==> src/hw/rtl/assert_macros.svh <==
// Assertion helpers shared by the RTL files.
`ifndef ASSERT_MACROS_SVH
`define ASSERT_MACROS_SVH

// Property checked at every clock edge outside reset.
`define ASSERT_ALWAYS(label, clk, rst, prop, msg) \
   label: assert property (@(posedge clk) disable iff (rst) (prop)) else $error(msg);

// Consequent must hold in the cycle after the antecedent.
`define ASSERT_NEXT(label, clk, rst, ante, cons, msg) \
   label: assert property (@(posedge clk) disable iff (rst) (ante) |=> (cons)) else $error(msg);

`endif

==> src/hw/rtl/rlrs_pkg.sv <==
`timescale 1ns / 1ps

package rlrs_pkg;

   localparam int unsigned HDR_SIZE_DEFAULT = 64;

   localparam logic [31:0] LOG_MAGIC    = 32'h5441_4e53;
   localparam logic [31:0] COMMIT_MAGIC = 32'h5441_4e43;
   localparam logic [31:0] CRC_POLY     = 32'hedb8_8320;
   localparam logic [31:0] CRC_INIT     = 32'hffff_ffff;

   // header bytes covered by the header CRC
   localparam int unsigned HDR_CRC_SPAN = 48;
   localparam int unsigned MARKER_BYTES = 4;

   // byte offset of the last byte of each header field
   localparam int unsigned OFS_MAGIC       = 3;
   localparam int unsigned OFS_VERSION     = 5;
   localparam int unsigned OFS_HDR_LEN     = 7;
   localparam int unsigned OFS_SEQUENCE    = 31;
   localparam int unsigned OFS_PAYLOAD_LEN = 43;
   localparam int unsigned OFS_PAYLOAD_CRC = 47;
   localparam int unsigned OFS_HDR_CRC     = 51;

   localparam int unsigned POS_W  = 33;
   localparam int unsigned SEEN_W = 33;

   localparam int unsigned CSR_INDEX_W = 2;
   localparam int unsigned CSR_DATA_W  = 32;

   localparam logic [CSR_INDEX_W-1:0] CSR_STORAGE_CAPACITY = 2'd0;
   localparam logic [CSR_INDEX_W-1:0] CSR_PAYLOAD_LIMIT    = 2'd1;
   localparam logic [CSR_INDEX_W-1:0] CSR_FORMAT_VERSION   = 2'd2;

   localparam logic [31:0] STORAGE_CAPACITY_RESET = 32'd65536;
   localparam logic [31:0] PAYLOAD_LIMIT_RESET    = 32'd4096;
   localparam logic [15:0] FORMAT_VERSION_RESET   = 16'd1;

   typedef enum logic [1:0] {
      STATUS_CLEAN   = 2'd0,
      STATUS_TORN    = 2'd1,
      STATUS_CORRUPT = 2'd2
   } status_type;

   typedef struct packed {
      status_type  status;
      logic        gap_lost;
      logic [31:0] rec_count;
      logic [63:0] seq_first;
      logic [63:0] seq_last;
      logic [31:0] used_bytes;
   } result_type;

   // reflected CRC-32, one byte
   function automatic logic [31:0] crc32_byte(input logic [31:0] crc, input logic [7:0] data);
      logic [31:0] c;
      c = crc ^ {24'd0, data};
      for (int i = 0; i < 8; i++) begin
         c = (c >> 1) ^ (CRC_POLY & {32{c[0]}});
      end
      return c;
   endfunction

endpackage

==> src/hw/rtl/rlrs_if.sv <==
`timescale 1ns / 1ps

interface rlrs_req_if;
   logic       valid;
   logic       ready;
   logic       has_byte;
   logic [7:0] data_byte;
   logic       last;

   modport source (output valid, output has_byte, output data_byte, output last, input ready);
   modport sink   (input valid, input has_byte, input data_byte, input last, output ready);
endinterface

interface rlrs_rsp_if;
   import rlrs_pkg::*;

   logic        valid;
   logic        ready;
   status_type  status;
   logic        gap_lost;
   logic [31:0] rec_count;
   logic [63:0] seq_first;
   logic [63:0] seq_last;
   logic [31:0] used_bytes;

   modport source (output valid, output status, output gap_lost, output rec_count,
                   output seq_first, output seq_last, output used_bytes,
                   input ready);
   modport sink   (input valid, input status, input gap_lost, input rec_count,
                   input seq_first, input seq_last, input used_bytes,
                   output ready);
endinterface

==> src/hw/rtl/record_log_recovery_scanner_unit.sv <==
`timescale 1ns / 1ps
// Recovery scanner for a CRC-32 framed record log, fed at most one byte per transaction.
// req_chan: has_byte/data_byte carry the next log byte; last closes the log.
// rsp_chan: one summary per transaction with last set (status, retention gap,
//   record count, low/high sequence, bytes of whole accepted records).
// csr_*: storage capacity, payload limit and format version; write only while
//   the scanner is idle.
// Throughput: one byte per cycle while req_chan.ready is high. The per-byte path is one CRC-32 byte step
//   plus the 33-bit record position add and compare against the record length.
// The summary is registered: rsp_chan.valid is set in the cycle after the closing
//   transaction is accepted when the output register is free.
// The result side has an output register and a skid register, so bytes keep
//   flowing while a summary waits; req_chan.ready drops only when both hold
//   summaries.
// Reset clears the scan state and the result buffer and loads the register
//   defaults (capacity 65536, payload limit 4096, version 1).
// After a summary the scan restarts; register values are kept.
module record_log_recovery_scanner_unit #(
   parameter int unsigned HDR_SIZE = rlrs_pkg::HDR_SIZE_DEFAULT
) (
   input  logic                             clock,
   input  logic                             reset,
   rlrs_req_if.sink                         req_chan,
   rlrs_rsp_if.source                       rsp_chan,
   input  logic                             csr_write_en,
   input  logic [rlrs_pkg::CSR_INDEX_W-1:0] csr_index,
   input  logic [rlrs_pkg::CSR_DATA_W-1:0]  csr_wdata
);
   import rlrs_pkg::*;

`include "assert_macros.svh"

   localparam logic [POS_W-1:0] HdrLen     = POS_W'(HDR_SIZE);
   localparam logic [POS_W-1:0] CommitLen  = POS_W'(MARKER_BYTES);
   localparam logic [POS_W-1:0] HdrGate    = POS_W'(HDR_SIZE + MARKER_BYTES);
   localparam logic [POS_W-1:0] CrcSpan    = POS_W'(HDR_CRC_SPAN);
   localparam logic [POS_W-1:0] OfsMagic   = POS_W'(OFS_MAGIC);
   localparam logic [POS_W-1:0] OfsVersion = POS_W'(OFS_VERSION);
   localparam logic [POS_W-1:0] OfsHdrLen  = POS_W'(OFS_HDR_LEN);
   localparam logic [POS_W-1:0] OfsSeq     = POS_W'(OFS_SEQUENCE);
   localparam logic [POS_W-1:0] OfsPlen    = POS_W'(OFS_PAYLOAD_LEN);
   localparam logic [POS_W-1:0] OfsPcrc    = POS_W'(OFS_PAYLOAD_CRC);
   localparam logic [POS_W-1:0] OfsHcrc    = POS_W'(OFS_HDR_CRC);
   localparam logic [15:0]      HdrLenField = 16'(HDR_SIZE);

   // configuration
   logic [31:0] capacity_ff, plimit_ff;
   logic [15:0] fmt_ver_ff;

   // scan state
   logic [SEEN_W-1:0] seen_ff, seen_in;
   logic [31:0]       rstart_ff, rstart_in;
   logic [POS_W-1:0]  pos_ff, pos_in;
   logic [63:0]       acc_ff, acc_in;
   logic [31:0]       hcrc_ff, hcrc_in;
   logic [31:0]       pcrc_ff, pcrc_in;
   logic              hfault_ff, hfault_in;
   logic [63:0]       seq_ff, seq_in;
   logic [31:0]       plen_ff, plen_in;
   logic [31:0]       exp_crc_ff, exp_crc_in;
   logic [31:0]       commit_ff, commit_in;
   logic [31:0]       cnt_ff, cnt_in;
   logic [63:0]       first_ff, first_in;
   logic [63:0]       latest_ff, latest_in;
   status_type        status_ff, status_in;
   logic              gap_ff, gap_in;
   logic              stopped_ff, stopped_in;

   // result buffer
   logic       rsp_vld_ff, rsp_vld_in;
   logic       skid_vld_ff, skid_vld_in;
   result_type rsp_data_ff, rsp_data_in;
   result_type skid_data_ff, skid_data_in;

   logic             req_fire, take, push, pop, overflow;
   logic [31:0]      w32;
   logic [POS_W-1:0] pend_cur, rlen;
   result_type       res;

   assign req_fire       = req_chan.valid && req_chan.ready;
   assign take           = req_fire && req_chan.has_byte && !stopped_ff;
   assign push           = req_fire && req_chan.last;
   assign pop            = rsp_vld_ff && rsp_chan.ready;
   assign req_chan.ready = !skid_vld_ff;

   always_ff @(posedge clock) begin
      if (reset) begin
         capacity_ff <= STORAGE_CAPACITY_RESET;
         plimit_ff   <= PAYLOAD_LIMIT_RESET;
         fmt_ver_ff  <= FORMAT_VERSION_RESET;
      end else if (csr_write_en) begin
         priority if (csr_index == CSR_STORAGE_CAPACITY) begin
            capacity_ff <= csr_wdata;
         end else if (csr_index == CSR_PAYLOAD_LIMIT) begin
            plimit_ff <= csr_wdata;
         end else if (csr_index == CSR_FORMAT_VERSION) begin
            fmt_ver_ff <= csr_wdata[15:0];
         end else begin
            // unmapped index: dropped
         end
      end
   end

   always_comb begin
      seen_in    = seen_ff;
      rstart_in  = rstart_ff;
      pos_in     = pos_ff;
      acc_in     = acc_ff;
      hcrc_in    = hcrc_ff;
      pcrc_in    = pcrc_ff;
      hfault_in  = hfault_ff;
      seq_in     = seq_ff;
      plen_in    = plen_ff;
      exp_crc_in = exp_crc_ff;
      commit_in  = commit_ff;
      cnt_in     = cnt_ff;
      first_in   = first_ff;
      latest_in  = latest_ff;
      status_in  = status_ff;
      gap_in     = gap_ff;
      stopped_in = stopped_ff;
      w32        = '0;
      pend_cur   = HdrLen + {1'b0, plen_ff};
      rlen       = '0;

      // byte counter saturates at 2^32
      if (req_fire && req_chan.has_byte && !seen_ff[SEEN_W-1]) begin
         seen_in = seen_ff + SEEN_W'(1);
      end

      if (take) begin
         if (pos_ff < HdrLen) begin
            acc_in = {req_chan.data_byte, acc_ff[63:8]};
            w32    = acc_in[63:32];
            if (pos_ff < CrcSpan) begin
               hcrc_in = crc32_byte(hcrc_ff, req_chan.data_byte);
            end
            if (pos_ff == OfsMagic && w32 != LOG_MAGIC) begin
               hfault_in = 1'b1;
            end
            if (pos_ff == OfsVersion && acc_in[63:48] != fmt_ver_ff) begin
               hfault_in = 1'b1;
            end
            if (pos_ff == OfsHdrLen && acc_in[63:48] != HdrLenField) begin
               hfault_in = 1'b1;
            end
            if (pos_ff == OfsSeq) begin
               seq_in = acc_in;
            end
            if (pos_ff == OfsPlen) begin
               plen_in = w32;
               if (w32 > plimit_ff) begin
                  hfault_in = 1'b1;
               end
            end
            if (pos_ff == OfsPcrc) begin
               exp_crc_in = w32;
            end
            if (pos_ff == OfsHcrc && w32 != ~hcrc_ff) begin
               hfault_in = 1'b1;
            end
         end else if (pos_ff < pend_cur) begin
            pcrc_in = crc32_byte(pcrc_ff, req_chan.data_byte);
         end else begin
            commit_in = {req_chan.data_byte, commit_ff[31:8]};
         end

         pos_in = pos_ff + POS_W'(1);
         rlen   = HdrLen + {1'b0, plen_in} + CommitLen;

         // header faults only count once the header and a commit's worth are in
         if (pos_in == HdrGate && hfault_in) begin
            status_in  = STATUS_CORRUPT;
            gap_in     = 1'b1;
            stopped_in = 1'b1;
         end else if (pos_in == rlen) begin
            if (commit_in != COMMIT_MAGIC) begin
               status_in  = STATUS_TORN;
               stopped_in = 1'b1;
            end else if (~pcrc_in != exp_crc_in || (cnt_ff != '0 && seq_in <= latest_ff)) begin
               status_in  = STATUS_CORRUPT;
               gap_in     = 1'b1;
               stopped_in = 1'b1;
            end else begin
               if (cnt_ff == '0) begin
                  first_in = seq_in;
               end
               latest_in  = seq_in;
               cnt_in     = cnt_ff + 32'd1;
               rstart_in  = rstart_ff + rlen[31:0];
               pos_in     = '0;
               acc_in     = '0;
               hcrc_in    = CRC_INIT;
               pcrc_in    = CRC_INIT;
               hfault_in  = 1'b0;
               seq_in     = '0;
               plen_in    = '0;
               exp_crc_in = '0;
               commit_in  = '0;
            end
         end
      end

      overflow = seen_in > {1'b0, capacity_ff};
      if (overflow) begin
         res = '{status: STATUS_CORRUPT, gap_lost: 1'b1, rec_count: '0,
                 seq_first: '0, seq_last: '0, used_bytes: '0};
      end else begin
         res.status     = (!stopped_in && pos_in != '0) ? STATUS_TORN : status_in;
         res.gap_lost   = gap_in;
         res.rec_count  = cnt_in;
         res.seq_first  = first_in;
         res.seq_last   = latest_in;
         res.used_bytes = rstart_in;
      end

      // closing transaction: the scan starts over
      if (push) begin
         seen_in    = '0;
         rstart_in  = '0;
         pos_in     = '0;
         acc_in     = '0;
         hcrc_in    = CRC_INIT;
         pcrc_in    = CRC_INIT;
         hfault_in  = 1'b0;
         seq_in     = '0;
         plen_in    = '0;
         exp_crc_in = '0;
         commit_in  = '0;
         cnt_in     = '0;
         first_in   = '0;
         latest_in  = '0;
         status_in  = STATUS_CLEAN;
         gap_in     = 1'b0;
         stopped_in = 1'b0;
      end
   end

   always_ff @(posedge clock) begin
      if (reset) begin
         seen_ff    <= '0;
         rstart_ff  <= '0;
         pos_ff     <= '0;
         acc_ff     <= '0;
         hcrc_ff    <= CRC_INIT;
         pcrc_ff    <= CRC_INIT;
         hfault_ff  <= 1'b0;
         seq_ff     <= '0;
         plen_ff    <= '0;
         exp_crc_ff <= '0;
         commit_ff  <= '0;
         cnt_ff     <= '0;
         first_ff   <= '0;
         latest_ff  <= '0;
         status_ff  <= STATUS_CLEAN;
         gap_ff     <= 1'b0;
         stopped_ff <= 1'b0;
      end else begin
         seen_ff    <= seen_in;
         rstart_ff  <= rstart_in;
         pos_ff     <= pos_in;
         acc_ff     <= acc_in;
         hcrc_ff    <= hcrc_in;
         pcrc_ff    <= pcrc_in;
         hfault_ff  <= hfault_in;
         seq_ff     <= seq_in;
         plen_ff    <= plen_in;
         exp_crc_ff <= exp_crc_in;
         commit_ff  <= commit_in;
         cnt_ff     <= cnt_in;
         first_ff   <= first_in;
         latest_ff  <= latest_in;
         status_ff  <= status_in;
         gap_ff     <= gap_in;
         stopped_ff <= stopped_in;
      end
   end

   // output register plus skid register
   always_comb begin
      rsp_vld_in   = rsp_vld_ff;
      skid_vld_in  = skid_vld_ff;
      rsp_data_in  = rsp_data_ff;
      skid_data_in = skid_data_ff;
      if (!rsp_vld_ff || pop) begin
         if (skid_vld_ff) begin
            rsp_data_in = skid_data_ff;
            rsp_vld_in  = 1'b1;
            skid_vld_in = 1'b0;
         end else begin
            rsp_vld_in = push;
            if (push) begin
               rsp_data_in = res;
            end
         end
      end else if (push) begin
         skid_vld_in  = 1'b1;
         skid_data_in = res;
      end
   end

   always_ff @(posedge clock) begin
      if (reset) begin
         rsp_vld_ff  <= 1'b0;
         skid_vld_ff <= 1'b0;
      end else begin
         rsp_vld_ff  <= rsp_vld_in;
         skid_vld_ff <= skid_vld_in;
      end
      rsp_data_ff  <= rsp_data_in;
      skid_data_ff <= skid_data_in;
   end

   assign rsp_chan.valid      = rsp_vld_ff;
   assign rsp_chan.status     = rsp_data_ff.status;
   assign rsp_chan.gap_lost   = rsp_data_ff.gap_lost;
   assign rsp_chan.rec_count  = rsp_data_ff.rec_count;
   assign rsp_chan.seq_first  = rsp_data_ff.seq_first;
   assign rsp_chan.seq_last   = rsp_data_ff.seq_last;
   assign rsp_chan.used_bytes = rsp_data_ff.used_bytes;

   `ASSERT_ALWAYS(a_skid_behind_out, clock, reset, skid_vld_ff |-> rsp_vld_ff, "skid without output")
   `ASSERT_NEXT(a_close_gives_rsp, clock, reset, push, rsp_vld_ff, "closing transaction left no summary")
   `ASSERT_NEXT(a_close_restarts, clock, reset, push, pos_ff == '0 && !stopped_ff && cnt_ff == '0 && seen_ff == '0, "scan not cleared")
   `ASSERT_ALWAYS(a_stop_has_status, clock, reset, stopped_ff |-> status_ff != STATUS_CLEAN, "stopped while clean")
   `ASSERT_ALWAYS(a_gap_is_corrupt, clock, reset, (rsp_vld_ff && rsp_data_ff.gap_lost) |-> rsp_data_ff.status == STATUS_CORRUPT, "gap without corrupt")

endmodule
==> src/flat_wrapper.sv <==
// flat-port wrapper written by rule: the top's interface ports become plain ports
module record_log_recovery_scanner_unit_flat import rlrs_pkg::*;
#(
   parameter int unsigned HDR_SIZE = rlrs_pkg::HDR_SIZE_DEFAULT
)
  (clock, reset, csr_write_en, csr_index, csr_wdata, req_chan_valid, req_chan_has_byte, req_chan_data_byte, req_chan_last, req_chan_ready, rsp_chan_valid, rsp_chan_status, rsp_chan_gap_lost, rsp_chan_rec_count, rsp_chan_seq_first, rsp_chan_seq_last, rsp_chan_used_bytes, rsp_chan_ready);
  rlrs_req_if req_chan_i ();
  rlrs_rsp_if rsp_chan_i ();
  input  logic clock;
  input  logic reset;
  input  logic csr_write_en;
  input  logic [rlrs_pkg::CSR_INDEX_W-1:0] csr_index;
  input  logic [rlrs_pkg::CSR_DATA_W-1:0] csr_wdata;
  input wire logic [$bits(req_chan_i.valid)-1:0] req_chan_valid;
  input wire logic [$bits(req_chan_i.has_byte)-1:0] req_chan_has_byte;
  input wire logic [$bits(req_chan_i.data_byte)-1:0] req_chan_data_byte;
  input wire logic [$bits(req_chan_i.last)-1:0] req_chan_last;
  output wire logic [$bits(req_chan_i.ready)-1:0] req_chan_ready;
  output wire logic [$bits(rsp_chan_i.valid)-1:0] rsp_chan_valid;
  output wire logic [$bits(rsp_chan_i.status)-1:0] rsp_chan_status;
  output wire logic [$bits(rsp_chan_i.gap_lost)-1:0] rsp_chan_gap_lost;
  output wire logic [$bits(rsp_chan_i.rec_count)-1:0] rsp_chan_rec_count;
  output wire logic [$bits(rsp_chan_i.seq_first)-1:0] rsp_chan_seq_first;
  output wire logic [$bits(rsp_chan_i.seq_last)-1:0] rsp_chan_seq_last;
  output wire logic [$bits(rsp_chan_i.used_bytes)-1:0] rsp_chan_used_bytes;
  input wire logic [$bits(rsp_chan_i.ready)-1:0] rsp_chan_ready;
  assign req_chan_i.valid = req_chan_valid;
  assign req_chan_i.has_byte = req_chan_has_byte;
  assign req_chan_i.data_byte = req_chan_data_byte;
  assign req_chan_i.last = req_chan_last;
  assign req_chan_ready = req_chan_i.ready;
  assign rsp_chan_valid = rsp_chan_i.valid;
  assign rsp_chan_status = rsp_chan_i.status;
  assign rsp_chan_gap_lost = rsp_chan_i.gap_lost;
  assign rsp_chan_rec_count = rsp_chan_i.rec_count;
  assign rsp_chan_seq_first = rsp_chan_i.seq_first;
  assign rsp_chan_seq_last = rsp_chan_i.seq_last;
  assign rsp_chan_used_bytes = rsp_chan_i.used_bytes;
  assign rsp_chan_i.ready = rsp_chan_ready;
  record_log_recovery_scanner_unit #(.HDR_SIZE(HDR_SIZE)) u_core (.clock(clock), .reset(reset), .req_chan(req_chan_i), .rsp_chan(rsp_chan_i), .csr_write_en(csr_write_en), .csr_index(csr_index), .csr_wdata(csr_wdata));
endmodule
==> config.mk <==
export PLATFORM = sky130hd
export DESIGN_NAME = record_log_recovery_scanner_unit_flat
export DESIGN_NICKNAME = d
export VERILOG_FILES = /design/src/hw/rtl/rlrs_pkg.sv /design/src/hw/rtl/rlrs_if.sv /design/src/hw/rtl/record_log_recovery_scanner_unit.sv /design/src/flat_wrapper.sv
export VERILOG_INCLUDE_DIRS = /design/src /design/src/hw/rtl
export SDC_FILE = /design/constraint.sdc
export NUM_CORES = 2
export LEC_CHECK = 0
export ABC_CLOCK_PERIOD_IN_PS = 16900
export BUFFER_PORTS_ARGS = -buffer_cell sky130_fd_sc_hd__buf_2
export CAP_MARGIN = 20
export CORE_MARGIN = 2
export CORE_UTILIZATION = 62
export DETAILED_ROUTE_END_ITERATION = 10
export PLACE_DENSITY = 0.8
export SLEW_MARGIN = 20
export SYNTH_ARGS = -nofsm -noshare
export SYNTH_HDL_FRONTEND = slang
export SYNTH_SLANG_ARGS = --single-unit
==> constraint.sdc <==
create_clock -name clock -period 16.9 [get_ports clock]
set_input_delay 0 -clock clock [delete_from_list [all_inputs] [get_ports clock]]
set_output_delay 0 -clock clock [all_outputs]
set_load 0.02 [all_outputs]
; ---- Yosys cells after proc, flatten, opt, wreduce, memory -nomap -nowiden
; Index checks and enable logic that the tools add are counted.
[word_totals]
elab_cells = 224
latchBits = 0
rom_bits = 0
mem_bits_rw = 0
regBits = 1023
n_memories = 0
[op_classes]
multipliers = 0
n_eq_ne = 17
bitwise_logic = 23
div = 0
muxes = 105
order_cmp = 6
addsub = 7
n_reduce_logical = 32
shifts = 0
[ops]
columns = operator, n
row1 = 64-bit two-way mux, 23
row2 = 32-bit two-way mux, 44
row3 = 195-bit two-way mux, 3
row4 = 31-bit by 32-bit bitwise XOR with 32-bit output, 16
row5 = 33-bit two-way mux, 6
row6 = "33-bit by 6-bit equality test with 1-bit output, second input constant", 3
row7 = "33-bit by 1-bit adder with 33-bit output, second input constant", 2
row8 = "7-bit by 32-bit adder with 33-bit output, first input constant", 2
row9 = "33-bit by 3-bit equality test with 1-bit output, second input constant", 2
row10 = 64-bit <= comparator, 1
row11 = "32-bit by 31-bit inequality test with 1-bit output, second input constant", 2
row12 = 32-bit inequality test, 2
row13 = 32-bit inverter, 2
row14 = 32-bit by 8-bit bitwise XOR with 32-bit output, 2
row15 = "33-bit by 3-bit adder with 33-bit output, second input constant", 1
row16 = "33-bit by 2-bit equality test with 1-bit output, second input constant", 1
row17 = 33-bit equality test, 1
row18 = "33-bit by 5-bit equality test with 1-bit output, second input constant", 1
row19 = "33-bit by 7-bit equality test with 1-bit output, second input constant", 1
row20 = 33-bit by 32-bit greater-than comparator with 1-bit output, 1
row21 = 33-bit < comparator, 1
row22 = "33-bit by 6-bit < comparator with 1-bit output, second input constant", 1
row23 = "33-bit by 7-bit < comparator with 1-bit output, second input constant", 1
row24 = 33-bit nonzero test, 1
row25 = other kinds (21), 70

; ---- Depth between registers and ports, before layout
[depth]
word_depth = 26
mapped_depth = 31
depth_no_buf = 27

; ---- Worst setup path before layout
; Ideal clock, no wire load.
[synth_path]
kind = reg2reg
startpoint = reg u_core.skid_vld_ff
endpoint = reg u_core.rsp_data_ff, in the netlist u_core.rsp_chan.gap_lost (enable)
setup_time_ns = 1.049
arrival_time_ns = 14.772
path_stages_with_launch = 4
setup_slack_ns = 1.078
required_ns = 15.851
path_buffers = 1
period_less_slack_ns = 15.822
cell_sequence = dfxtp_1 clkbuf_1 clkinv_1 a21boi_0
[synth_between]
elab_chain_cells = 5
[synth_lines]
columns = item, line
row1 = start: declaration, record_log_recovery_scanner_unit.sv:71  ; logic skid_vld_ff, skid_vld_in;
row2 = start signal: assignment, record_log_recovery_scanner_unit.sv:308  ; skid_vld_ff <= skid_vld_in;
row3 = 1-bit logical NOT, record_log_recovery_scanner_unit.sv:84  ; assign req_chan.ready = !skid_vld_ff;
row4 = named net req_chan_ready, flat_wrapper.sv:18  ; output wire logic [$bits(req_chan_i.ready)-1:0] req_chan_ready;
row5 = 1-bit logical AND, record_log_recovery_scanner_unit.sv:80  ; assign req_fire = req_chan.valid && req_chan.ready;
row6 = 1-bit logical AND, record_log_recovery_scanner_unit.sv:82  ; assign push = req_fire && req_chan.last;
row7 = 2-bit nonzero test (no line), n/a
row8 = 2-bit AND reduction (no line), n/a
row9 = end signal: assignment, record_log_recovery_scanner_unit.sv:310  ; rsp_data_ff <= rsp_data_in;
row10 = end: declaration, record_log_recovery_scanner_unit.sv:72  ; result_type rsp_data_ff, rsp_data_in;
; The timed path passes the listed nets, and every way through them passes these cells.
; A chain may end at the register's enable or synchronous reset.

; ---- Worst setup path after layout
[layout_path]
startpoint = reg u_core.pos_ff[24]
endpoint = reg u_core.rsp_data_ff, in the netlist u_core.rsp_chan.seq_last[33], data pin
[layout_between]
elab_chain_cells = 16
[layout_lines]
columns = item, line
row1 = start: declaration, record_log_recovery_scanner_unit.sv:53  ; logic [POS_W-1:0] pos_ff, pos_in;
row2 = start signal: assignment, record_log_recovery_scanner_unit.sv:261  ; pos_ff <= pos_in;
row3 = branches (longest 11 deep; another with 33-bit by 7-bit < comparator with 1-bit output), n/a
row4 = 64-bit two-way mux (*), record_log_recovery_scanner_unit.sv:172  ; if (pos_in == HdrGate && hfault_in) begin
row5 = 64-bit two-way mux (*), record_log_recovery_scanner_unit.sv:131  ; if (take) begin
row6 = 195-bit two-way mux (*), record_log_recovery_scanner_unit.sv:205  ; if (overflow) begin
row7 = 195-bit two-way mux (*), record_log_recovery_scanner_unit.sv:292  ; if (push) begin
row8 = 195-bit two-way mux (*), record_log_recovery_scanner_unit.sv:286  ; if (skid_vld_ff) begin
; Every way passes the cells marked *. The select of a mux whose other input is x is not followed.

==> impl_metrics.json <==
{
  "cts_buffer_depth": 3,
  "yosysSeqAreaShare_pct": 48.55,
  "use_met3_pct": 6.410,
  "placement.io_buffers": 245,
  "cts_tree": "built",
  "tns_ns": 0,
  "reg2reg_depth": 22,
  "grtUsageTotal_pct": 33.18,
  "synth_flop_cell": "dfxtp_1",
  "clock_latency_ns": 0.71,
  "nets": 5485,
  "irDropWorstVdd_v": 0.00009987,
  "drc_errors": 0,
  "final_cell_mix": "dfxtp_1, nand2_1, nor2_1",
  "leakagePower_nw": 21.75,
  "synth_fp_nets": 5312,
  "synth-seq-cells": 1015,
  "core-area_um2": 80160,
  "drt_iter0_markers": 4467,
  "hold_class": "in -> reg",
  "vias": 39630,
  "max_slew.worst_pin.slew_ns": 1.089,
  "cts_made_buffers": 103,
  "r2r-end": "u_core.rsp_chan.seq_last[33]",
  "slew_violations": 0,
  "dr.pass1.iters": 6,
  "power.density_nw_per_um2": 93.54,
  "syn_avg_cell_area_um2": 9.852,
  "htree_levels": 3,
  "hpwl_um": 93760,
  "crit_path_end_kind": "register",
  "cts_setup_buffers": 0,
  "die-area_um2": 82760,
  "drt_wl_total_um": 140700,
  "grt_pass1_vias": 37680,
  "fin_util_pct": 69.69,
  "hold_viol": 0,
  "cp.required_ns": 17.30,
  "hold_buffers": 56,
  "die_h_um": 287.7,
  "gr-total-overflow": 0,
  "num_rows": 104,
  "period_needed_ns": 9.839,
  "async_flop_share_pct": 0,
  "maxCapViolCount": 0,
  "ys_types": 90,
  "slew_headroom_pct": 26.87,
  "fmax_mhz": 101.6,
  "cts_root_buf": "clkbuf_16",
  "num_io_pins": 246,
  "cts_num_sinks": 1015,
  "wl_per_cell_um": 22.02,
  "synth_edf_count": 390,
  "syn-cell-area_um2": 49890,
  "startpoint": "u_core.pos_ff[24]",
  "gp_congestion": 1.043,
  "r2r_start": "u_core.pos_ff[24]",
  "met2_usage_pct": 51.56,
  "min_period_over_period_pct": 58.22,
  "rsz0062_at_grt": "false",
  "worst-path-max-fanout": 64,
  "die_w_um": 287.7,
  "r2r_setup_slack_ns": 7.06,
  "grt_use_met1_pct": 44.97,
  "nFillCells": 5973,
  "setup_violations": 0,
  "vias_per_cell": 6.203,
  "layout-drive-gt1-share_pct": 11.52,
  "multi_input_area_um2": 23840,
  "arrival_ns": 10.24,
  "start_kind": "register",
  "antenna_found_initial": 3,
  "path_clk_slew_ns": 0.07,
  "ys_warn_count": 0,
  "cts_resized": 0,
  "crit_end": "u_core.rsp_chan.seq_last[33]",
  "postRouteAntennaNets": 0,
  "final_common_cell": "dfxtp_1",
  "synthToLayoutAreaGrowth_pct": 11.95,
  "grt_busiest_layer": "met2",
  "grt_first_pass_wirelength_um": 215500,
  "status": "complete, no violations",
  "grt_max_degree": 98,
  "syn_inst": 5064,
  "regArea_um2": 24230,
  "start_util_pct": 62.24,
  "fin_skew_ns": 0.06300,
  "crit_type": "reg -> reg"
}
[sequential cells by signal, indices dropped and copies added (netlist names), 32 cells and up]
| register | count |
|---|---|
| u_core.exp_crc_ff | 32 |
| u_core.seq_ff | 64 |
| u_core.acc_ff | 56 |
| u_core.rstart_ff | 32 |
| u_core.first_ff | 64 |
| u_core.plen_ff | 32 |
| u_core.capacity_ff | 32 |
| u_core.skid_data_ff | 195 |
| u_core.commit_ff | 32 |
| u_core.rsp_chan.rec_count | 32 |
| u_core.cnt_ff | 32 |
| u_core.hcrc_ff | 32 |
| u_core.plimit_ff | 32 |
| u_core.pcrc_ff | 32 |
| u_core.rsp_chan.used_bytes | 32 |
| u_core.pos_ff | 33 |
| u_core.rsp_chan.seq_last | 64 |
| u_core.seen_ff | 33 |
| u_core.rsp_chan.seq_first | 64 |
| u_core.latest_ff | 64 |
[worst min path at each step]
stage,startpoint,endpoint,slack (ns),depth (start not counted)
2_1_floorplan,csr_wdata[16],u_core.capacity_ff[16],0.12,1
3_3_place_gp,csr_wdata[25],u_core.plimit_ff[25],0.26,3
3_5_place_dp,csr_wdata[26],u_core.capacity_ff[26],0.26,3
4_1_cts,reset,u_core.plimit_ff[11],0.06,3
5_1_grt,csr_wdata[22],u_core.plimit_ff[22],0.11,4
6_report,csr_wdata[0],u_core.fmt_ver_ff[0],0.12,4
[per-stage QoR]
| step | instances | area (µm²) | power [mW] | hold slack (ns) | setup slack (ns) |
|---|---|---|---|---|---|
| after floorplan | 5064 | 49890 | 2.875 | 0.1178 | 1.078 |
| after global placement | 6136 | 51860 | 2.955 | 0.2560 | 7.536 |
| after detailed placement | 6136 | 51860 | 2.960 | 0.2626 | 7.335 |
| after CTS | 6388 | 55840 | 5.236 | 0.05687 | 7.244 |
| after global routing | 6388 | 55850 | 5.364 | 0.1127 | 6.582 |
| final | 6389 | 55860 | 5.225 | 0.1205 | 7.061 |
[cells in the mapped netlist (43+ instances only)]
cell type,n,share of area [%]
dfxtp_1,625,25
nand2_1,604,4.5
nor2_1,535,4.0
edfxtp_1,390,23
xnor2_1,277,4.9
clkbuf_1,238,1.8
mux2i_1,223,4.5
o21ai_0,219,2.2
a21oi_1,201,2.0
ha_1,198,5.0
a22o_1,187,3.3
inv_1,175,1.3
xor2_1,125,2.2
o31ai_1,108,1.6
nand3_1,99,0.99
nand4_1,90,1.1
mux2_2,79,1.8
o211ai_1,62,0.93
nor3_1,57,0.57
and3_1,52,0.65
and2_1,49,0.61
buf_2,44,0.44
nor4_1,43,0.54
[critical path, stage by stage, from the launching register on]
cell and delay, ns:
dfxtp_1 0.44, nor3_1 0.64, and4_1 0.57, nand2_1 0.34, nor4b_2 0.34, buf_4 0.76, mux2_2 0.46, ha_1 0.34
nand4_1 0.14, or4_1 0.70, a21oi_1 0.19, nor3_1 0.11, o21a_1 0.20, o211ai_1 0.16, o211ai_1 0.15, a2111oi_0 0.32
nand4_1 0.35, nor2_1 0.44, and3_4 0.70, buf_4 0.68, buf_4 0.82, mux2i_1 0.39, o21ai_0 0.13
[area by class of cell]
class,instances,share of cell area (%)
Sequential cell,1015,43.37
Multi-Input combinational cell,3562,42.67
Clock buffer,143,5.156
Timing Repair Buffer,379,4.260
Tap cell,1060,2.374
Inverter,176,1.183
Clock inverter,53,0.9744
Antenna cell,1,0.004480
[metal layers]
metal | vias to the layer above | share of wire (%)
li1 | 18350 | -
met1 | 19050 | 42
met2 | 1807 | 45
met3 | 414 | 8.8
met4 | 2 | 4.7
met5 | - | 0.0092
[logic make-up (layout without fill, tap and decap cells)]
| family | count (synthesis) | after routing | share of synthesized area (%) |
|---|---|---|---|
| AND/OR/NAND/NOR | 1682 | 1682 | 15.55 |
| flip-flops | 1015 | 1015 | 48.55 |
| AO/OA/AOI/OAI | 961 | 961 | 12.92 |
| buffers and inverters | 487 | 751 | 3.970 |
| XOR/XNOR | 416 | 416 | 7.684 |
| multiplexers | 304 | 304 | 6.325 |
| adder cells (fa/ha/maj) | 199 | 199 | 5.006 |
| other | 0 | 1 | 0 |
[where the power goes]
part | internal, mW | switching, mW
logic | 0.117 | 0.225
clock network | 1.30 | 1.00
registers | 2.56 | 0.0209
total | 3.98 | 1.25
No activity file was read; power rests on OpenSTA's default activity.
